==> src/rtl/core/adrc_pkg.sv <==
// Shared types and constants for the audio dynamic range compressor.
// No dependencies; used by every module of the block.
package adrc_pkg;

  localparam int unsigned HISTORY_DEPTH_DEF = 256;

  localparam int unsigned SAMPLE_W   = 32;
  localparam int unsigned MAG_W      = 31;
  localparam int unsigned GAIN_W     = 16;
  localparam int unsigned CFG_IDX_W  = 4;
  localparam int unsigned CFG_DATA_W = 32;

  // Divider: dividend is the excess shifted left by ten, padded to an even width
  localparam int unsigned UNITY_SHIFT = 10;
  localparam int unsigned DIV_W       = 42;
  localparam int unsigned DIVISOR_W   = GAIN_W + 1;
  localparam int unsigned DIV_STEPS   = DIV_W / 2;
  localparam int unsigned DIV_CNT_W   = $clog2(DIV_STEPS);

  localparam logic [DIVISOR_W-1:0] UNITY = DIVISOR_W'(1024);

  // Register indexes
  localparam logic [CFG_IDX_W-1:0] CFG_THRESHOLD    = CFG_IDX_W'(0);
  localparam logic [CFG_IDX_W-1:0] CFG_RATIO        = CFG_IDX_W'(1);
  localparam logic [CFG_IDX_W-1:0] CFG_ATTACK_STEP  = CFG_IDX_W'(2);
  localparam logic [CFG_IDX_W-1:0] CFG_RELEASE_STEP = CFG_IDX_W'(3);

  // Register reset values
  localparam logic [MAG_W-1:0]  THRESHOLD_RST = 31'h7FFF_FFFF;
  localparam logic [GAIN_W-1:0] RATIO_RST     = 16'd4096;
  localparam logic [GAIN_W-1:0] ATTACK_RST    = 16'd40;
  localparam logic [GAIN_W-1:0] RELEASE_RST   = 16'd40;

  typedef struct packed {
    logic [MAG_W-1:0]  threshold;
    logic [GAIN_W-1:0] ratio_x1024;
    logic [GAIN_W-1:0] attack_step;
    logic [GAIN_W-1:0] release_step;
  } cfg_t;

  // Classified request passed from the front end to the back end
  typedef struct packed {
    logic [MAG_W-1:0] mag;
    logic             negative;
    logic             last;
  } item_t;

endpackage

==> src/rtl/core/adrc_front.sv <==
// Front end: accepts samples, forms the saturated magnitude, and queues them.
// Depends on adrc_pkg.
module adrc_front (
  input  logic                              clk_i,
  input  logic                              rst_ni,
  input  logic                              push_i,
  input  logic signed [adrc_pkg::SAMPLE_W-1:0] sample_in_i,
  input  logic                              block_last_i,
  output logic                              full_o,
  output logic                              q_valid_o,
  output adrc_pkg::item_t                   q_item_o,
  input  logic                              q_pop_i
);

  logic [adrc_pkg::SAMPLE_W-1:0] abs_val;
  adrc_pkg::item_t               new_item;
  adrc_pkg::item_t               slot_q [2];
  logic                          wr_ptr_q, rd_ptr_q;
  logic [1:0]                    cnt_q;
  logic                          do_push, do_pop;

  always_comb begin
    abs_val           = ~sample_in_i + adrc_pkg::SAMPLE_W'(1);
    new_item.negative = sample_in_i[adrc_pkg::SAMPLE_W-1];
    new_item.last     = block_last_i;
    if (!sample_in_i[adrc_pkg::SAMPLE_W-1]) begin
      new_item.mag = sample_in_i[adrc_pkg::MAG_W-1:0];
    end else if (abs_val[adrc_pkg::SAMPLE_W-1]) begin
      // most negative input saturates
      new_item.mag = '1;
    end else begin
      new_item.mag = abs_val[adrc_pkg::MAG_W-1:0];
    end
  end

  assign full_o    = (cnt_q == 2'd2);
  assign q_valid_o = (cnt_q != 2'd0);
  assign q_item_o  = slot_q[rd_ptr_q];
  assign do_push   = push_i && !full_o;
  assign do_pop    = q_pop_i && q_valid_o;

  always_ff @(posedge clk_i) begin
    if (do_push) begin
      slot_q[wr_ptr_q] <= new_item;
    end
  end

  always_ff @(posedge clk_i or negedge rst_ni) begin
    if (!rst_ni) begin
      wr_ptr_q <= 1'b0;
      rd_ptr_q <= 1'b0;
      cnt_q    <= 2'd0;
    end else begin
      if (do_push) begin
        wr_ptr_q <= ~wr_ptr_q;
      end
      if (do_pop) begin
        rd_ptr_q <= ~rd_ptr_q;
      end
      case ({do_push, do_pop})
        2'b10:   cnt_q <= cnt_q + 2'd1;
        2'b01:   cnt_q <= cnt_q - 2'd1;
        default: cnt_q <= cnt_q;
      endcase
    end
  end

  a_no_overflow: assert property (@(posedge clk_i) disable iff (!rst_ni)
    cnt_q != 2'd3) else $error("front queue count out of range");

endmodule

==> config.mk <==
export PLATFORM = sky130hd
export DESIGN_NAME = adrc_front
export DESIGN_NICKNAME = d
export VERILOG_FILES = /design/src/rtl/core/adrc_pkg.sv /design/src/rtl/core/adrc_front.sv
export SDC_FILE = /design/constraint.sdc
export NUM_CORES = 1
export LEC_CHECK = 0
export BUFFER_PORTS_ARGS = -buffer_cell sky130_fd_sc_hd__buf_4
export CAP_MARGIN = 20
export CORE_ASPECT_RATIO = 1.5
export CORE_MARGIN = 3
export CORE_UTILIZATION = 35
export CTS_CLUSTER_SIZE = 8
export DETAILED_ROUTE_END_ITERATION = 10
export PLACE_DENSITY = 0.53
export RECOVER_POWER = 25
export SYNTH_ARGS = -nofsm -noshare
export SYNTH_HDL_FRONTEND = slang
export SYNTH_SLANG_ARGS = --single-unit
==> constraint.sdc <==
create_clock -name clk_i -period 2.35 [get_ports clk_i]
set_input_delay 0.3525 -clock clk_i [delete_from_list [all_inputs] [get_ports clk_i]]
set_output_delay 0.3525 -clock clk_i [all_outputs]
set_load 0.02 [all_outputs]
# Word level (Yosys, flattened, before mapping)
# Memories as Yosys holds them, arrays and structs flattened.
# Cells that the tools add are included.
# Widths: inputs -> output; s select.
word_totals:
  ramBits: 66
  word_cells: 23
  ff_bits: 4
  in_bits: 37
  memories: 1
  output_inout_bits: 35
classes:
  n_eq_ne: 3
  addsub: 3
  muxes: 5
  bitwise: 3
  n_reduce_logical: 5
mem_list:
  columns: ["memory", "depth", "width", "read_ports", "rd_ports_with_merged_regs", "write_ports", "line", "source"]
  rows:
  - ["slot_q", 2, 33, 1, 0, 1, "adrc_front.sv:17", "adrc_pkg::item_t slot_q [2];"]
op_table:
  columns: ["cell", "count"]
  rows:
  - ["$mux 31", 2]
  - ["$add 32x2->32 const B", 1]
  - ["$not 32->32", 1]
  - ["$eq 2x2->1 const B", 2]
  - ["$pmux 2 s2", 1]
  - ["$reduce_bool 2->1", 2]
  - ["$add 2x1->2 const B", 1]
  - ["$eq 2x1->1 const B", 1]
  - ["$logic_and 1x1->1", 2]
  - ["$mux 1", 2]
  - ["$not 1->1", 2]
  - ["$sub 2x1->2 const B", 1]
  - ["$logic_not 1->1", 1]

# Longest topological paths before layout
# Gate-level depths: netlist (run 1).
logic_depth:
  ltp_word: 5
  mapped_depth: 7
  mapped_depth_nobuf: 7

# Worst setup path before layout (run 1)
# Ideal clock, no wire load.
synth_path:
  path_type: "register to register"
  startpoint: "reg cnt_q[0]"
  endpoint: "mem slot_q[0][0] (netlist name) (enable)"
  setup_time_ps: 423
  required_ps: 1927
  n_path_buf: 0
  arrival_ps: 2026
  period_less_slack_ps: 2449
  stages_incl_launch_ff: 4
  slack_ps: -99
  path_cell_list: "dfrtp_1 > nand2b_1 > nand2_1 > nor2_1"
synth_between:
  elab_chain_cells: 5
synth_lines:
  columns: ["item", "line", "source"]
  rows:
  - ["start, declared", "adrc_front.sv:19", "logic [1:0] cnt_q;"]
  - ["start signal, assigned", "adrc_front.sv:61", "2'b10: cnt_q <= cnt_q + 2'd1;"]
  - ["start signal, assigned", "adrc_front.sv:62", "2'b01: cnt_q <= cnt_q - 2'd1;"]
  - ["start signal, assigned", "adrc_front.sv:63", "default: cnt_q <= cnt_q;"]
  - ["$eq 2x2->1", "adrc_front.sv:36", "assign full_o = (cnt_q == 2'd2);"]
  - ["$logic_not 1->1", "adrc_front.sv:39", "assign do_push = push_i && !full_o;"]
  - ["$logic_and 1x1->1", "adrc_front.sv:39", null]
  - ["$mux 1", "adrc_front.sv:43", "if (do_push) begin"]
  - ["$mux 1 (not written as such)", "adrc_front.sv:44", "slot_q[wr_ptr_q] <= new_item;"]
  - ["end, declared", "adrc_front.sv:17", null]
# No other way between the ends.

==> reports/metrics.cfg, run 1 <==
[drt]
viasPerCell = 5.11
drtPass1Iterations = 4
drc = 0
wire_per_inst_um = 16.5
drt_wl_total_um = 7870
ant_nets = 0
vias = 2436
drt-initial-drc-count = 96

[yosys]
synth_simple_gate_area_frac = 0.145
synthCells = 268
syn-cell-area_um2 = 3500
synth-main-ff-cell = edfxtp_1
synth.area.mux_share = 0.109
synth_top_family_by_area = simple AND/OR/NAND/NOR gates
synth_xor_area_frac = 0.0776
yosys_warnings = 0
avgSynthCellArea_um2 = 13.1
yosysSeqAreaShare = 0.595
syn_nets = 308
synthDistinctLibCells = 43
synth_seq_cells = 70
async_flop_share = 0.0571
synthAdderAreaFrac = 0.0107
synth_compound_area_frac = 0.0458
synth-edff-count = 66

[final_layout]
layout-drive-gt1-share = 0.390
final_area_um2 = 4540
syn2layout_area_growth_pct = 29.7
layout_common_cells = buf_4 (81), edfxtp_1 (66), nand2_1 (45)
diodes = 0
final.fill_count = 915
final_net_count = 397
final_common_cell = buf_4

[global_route]
antenna_found_initial = 0
grt-busiest-layer = met2
globalRouteMet2Util = 0.244
track_usage = 0.150
grt_pass1_wl_um = 12600
grt_util_met1 = 0.180
grt_util_met3 = 0.0365
grt_max_degree = 37
grt.overflow.total = 0
grt_pass1_vias = 2518

[timing]
setup_slack_ns = 0.465
final.min_clock_period_ns = 1.88
rsz0062_at_grt = false
drv_slew = 0
tns_ns = 0
fmaxAchievable_mhz = 531
relSlewSlack = 0.464
setup_viol = 0
final.period_utilization = 0.802
finalHoldViolCount = 0
fin_skew_ns = 0.00425
worst_pin_slew_ns = 0.803

[critical_path]
cp-start-kind = flip-flop
cp_max_fo = 33
crit_end = q_item_o[32]
worst_ep_required_time_ns = 2.00
endpoint_kind = primary output
reg2reg_slack_ns = 0.53
cp.arrival_ns = 1.53
reg2reg_to = slot_q[0][21]$_DFFE_PP_
r2r_start = cnt_q[0]$_DFFE_PN0P_
ff2ff_path_depth = 4
criticalPathCategory = reg -> out
cp-startpoint = rd_ptr_q$_DFFE_PN0P_

[clock_network]
cts_tree = yes
cts_resized = 0
htreeDepth = 3
cts_root_buf = clkbuf_16
clkLatencyLatePin_ns = 0.33
clkTransAtPathRegs_ns = 0.05
cts_made_buffers = 9
cts_sinks = 70
clock_path_buffers = 2

[floorplanning]
io_pins = 72
die_h_um = 128
start_util = 0.361
coreArea_um2 = 9690
die-width_um = 87.6
rows = 44
die_area_um2 = 11300

[place]
dp_hpwl_um = 5560
port_buffers = 71
dpl_cell_area_um2 = 4280
dp_slack_ns = 0.137
place_congestion = 0.766

[pwr]
pwr-share-comb = 0.371
power.switching_mw = 1.55
p_int_mw = 3.29
total_power_mw = 4.84
seqPwrFrac = 0.379
p_clk_frac = 0.251
power_density_nw_per_um2 = 1070
p_leak_nw = 1.79
ir_worst_vdd_mv = 0.951
swShare = 0.320

[outcome]
status = completed

[worst_hold_path]
min_path_type = in -> reg

[flow_run]
drv_cap = 0

[metal layers]
layer	vias up	share of wire	routed length [um]
li1	1166	-	-
met1	1189	0.41	3250
met2	64	0.50	3970
met3	17	0.048	376
met4	0	0.034	270
met5	-	0	0
[cell type report]
cell class | instances | area (um2) | area share
clock buffer | 15 | 258 | 0.0568
clock inverter | 1 | 7.51 | 0.00165
inverter | 5 | 18.8 | 0.00414
multi-input combinational | 183 | 1370 | 0.301
sequential | 70 | 2080 | 0.459
tap | 115 | 144 | 0.0317
timing repair buffer | 88 | 662 | 0.146
[timing repair]
item	in CTS	in global routing
hold buffers	1	0
endpoints found under the hold margin	4	0
setup buffers	0	0
[registers in the layout, indices dropped and copies added, names as in the netlist]
name	flops
cnt_q	2
wr_ptr_q	1
rd_ptr_q	1
slot_q	66
[worst max-delay path, cell delays in order, from the launching register on]
cell and delay [ns]:
dfrtp_1 0.39, buf_12 0.24, mux2_2 0.40, buf_4 0.17
[stage by stage]
stage / std cells / hold slack (ns) / util
final: 477 / 0.243 / 0.468
after global routing: 477 / 0.231 / 0.468
after CTS: 477 / 0.204 / 0.470
after detailed placement: 460 / 0.153 / 0.441
after global placement: 460 / 0.151 / 0.441
after floorplan: 268 / 0.0569 / -
[logic make-up after synthesis]
logic type	Yosys count
AOI/OAI and AO/OA	21
xor gates and xnor gates	31
adders and majority gates	3
buffers and inverters	15
DFF	70
muxes	34
and+or+nand+nor	94
[worst min path at each step]
stage,from,endpoint,cells after the start
final,block_last_i,slot_q[1][0]$_DFFE_PP_,1
after global routing,block_last_i,slot_q[1][0]$_DFFE_PP_,1
after CTS,block_last_i,slot_q[1][0]$_DFFE_PP_,1
after detailed placement,rst_ni,wr_ptr_q$_DFFE_PN0P_,1
after global placement,rst_ni,wr_ptr_q$_DFFE_PN0P_,1
after floorplan,rst_ni,cnt_q[0]$_DFFE_PN0P_,0
[synthesized netlist by cell type, drive strengths merged, types with 4 or more instances]
cell type  instances  area share
clkbuf             4      0.0043
xor2              27       0.068
buf                6      0.0072
inv                5      0.0054
edfxtp            66        0.57
mux2              33        0.11
o21ai              5      0.0072
nand4              4       0.011
nand3              7       0.010
nor4               7       0.023
xnor2              4       0.010
nand2             46       0.050
dfrtp              4       0.029
nor2              13       0.015
o31ai              9       0.019
[power groups by stage]
stage	Sequential [mW]	Clock (mW)	Combinational, mW
final	1.83	1.21	1.80
after global routing	1.86	1.29	1.95
after CTS	1.83	1.25	1.86
after detailed placement	1.86	0	1.85
after global placement	1.84	0	1.85
after floorplan	1.82	0	1.12
(Power assumes the default switching activity.)
==> inputs of run 2 (changes only) <==
- PLACE_DENSITY: 0.53 -> 0.51
- clock period: 2.35 -> 1.9 ns (I/O delays scaled with it)
==> run 2 against run 1 <==
Effect of this change: non-clock buffer count is 43 higher; critical path depth stayed put; sequential power is 23% higher; critical path type unchanged; wire length is 1.3% higher.
==> reports/metrics.cfg, run 2 (same netlist as run 1, synthesis figures left out) <==
[worst_hold_path]
min_delay_worst_endpoint = slot_q[1][0]$_DFFE_PP_
hp-start = block_last_i
min_path_type = in -> reg
whs_path_depth = 1

[clock_network]
clkTransAtPathRegs_ns = 0.05
post_cts.repair.setup_buffers = 0
cts_sinks = 70
clkLatencyLatePin_ns = 0.32
cts_tree = yes
holdBufCountCts = 1
cts_root_buf = clkbuf_16
cts_made_buffers = 9
clock_path_buffers = 2
cts_resized = 0
htreeDepth = 3

[final_layout]
final_area_um2 = 4870
largest_reg_flops = 66
final_net_count = 440
layout_common_cells = buf_4 (125), edfxtp_1 (66), nand2_1 (45)
syn2layout_area_growth_pct = 39.3
top_register = slot_q
layout-drive-gt1-share = 0.457
stdcell_count = 518
final_common_cell = buf_4
diodes = 0
largest_registers = slot_q x66, cnt_q x2

[timing]
setup_viol = 0
finalHoldViolCount = 0
fin_skew_ns = 0.00519
drv_slew = 0
final.min_clock_period_ns = 1.78
worst_pin_slew_ns = 0.723
final.period_utilization = 0.936
fmaxAchievable_mhz = 563
relSlewSlack = 0.518
setup_slack_ns = 0.122
rsz0062_at_grt = false

[global_route]
grt_max_degree = 34
grt_pass1_vias = 2676
grt_pass1_wl_um = 13200
grt.overflow.total = 0
antenna_found_initial = 0
track_usage = 0.155

[drt]
wire_per_inst_um = 15.4
drtPass1Iterations = 4
drc = 0
ant_nets = 0
viasPerCell = 4.83
vias = 2504
drt-initial-drc-count = 94
drt_wl_total_um = 7980

[floorplanning]
start_util = 0.361
die_h_um = 128
die_area_um2 = 11300
coreArea_um2 = 9690
rows = 44
io_pins = 72
die-width_um = 87.6

[place]
dp_hpwl_um = 5970
place_congestion = 0.795
dp_slack_ns = -0.207
dpl_cell_area_um2 = 4620
port_buffers = 71
dp.cells = 503

[critical_path]
cp.arrival_ns = 1.49
reg2reg_to = cnt_q[1]$_DFFE_PN0P_
ff2ff_path_depth = 5
cp-startpoint = rd_ptr_q$_DFFE_PN0P_
r2r_start = cnt_q[0]$_DFFE_PN0P_
cp-start-kind = flip-flop
endpoint_kind = primary output
criticalPathCategory = reg -> out
cp_max_fo = 20
reg2reg_slack_ns = 0.28
worst_ep_required_time_ns = 1.62

[pwr]
ir_worst_vdd_mv = 0.974
total_power_mw = 6.07
power_density_nw_per_um2 = 1250
p_leak_nw = 2.01

[outcome]
status = completed

[flow_run]
drv_cap = 0

-- run 2: cell types whose count changed in the layout (fill, tap and decap cells not counted), sizes merged --
cell,delta
clkinv,+2
bufinv,+1
clkinvlp,-1
buf,+44
clkbuf,-5
-- run 2: routing by layer --
| metal | vias to the layer above | global-route usage | wire, um |
|---|---|---|---|
| li1 | 1252 | - | - |
| met1 | 1189 | 0.179 | 3250 |
| met2 | 56 | 0.275 | 4350 |
| met3 | 7 | 0.0397 | 277 |
| met4 | 0 | 0.0515 | 95 |
| met5 | - | 0 | 0 |
-- run 2: layout make-up --
class	instances	area, um2
tap	115	144
sequential	70	2080
clock inverter	3	37.5
inverter	5	18.8
timing repair buffer	131	987
multi-input combinational	183	1370
clock buffer	11	233
fill	901	4820
-- run 2: how the worst max path moves through the flow --
stage,cells after the start,slack (ns),end
2_1_floorplan,5,-0.03,slot_q[0][32]$_DFFE_PP_
3_3_place_gp,7,-0.18,slot_q[0][27]$_DFFE_PP_
3_5_place_dp,7,-0.21,slot_q[0][29]$_DFFE_PP_
4_1_cts,3,0.06,q_item_o[23]
5_1_grt,8,0.02,slot_q[0][19]$_DFFE_PP_
6_report,3,0.12,q_item_o[23]
-- run 2: critical path, cell delays in order (launching register included) --
cell and delay [ns]:
dfrtp_1 0.34, buf_4 0.28, mux2_2 0.39, buf_4 0.16
-- run 2: where the power goes --
part / internal [mW] / switching [mW]
registers: 2.15 / 0.0975
clock network: 0.992 / 0.557
logic: 1.05 / 1.22
total: 4.19 / 1.88
-- run 2: through the flow --
step / util / setup TNS, ns / hold WS, ns
final: 0.503 / 0 / 0.197
after global routing: 0.503 / 0 / 0.189
after CTS: 0.505 / 0 / 0.140
after detailed placement: 0.476 / -6.42 / 0.0847
after global placement: 0.476 / -5.65 / 0.0844
after floorplan: - / -0.0584 / -0.0106
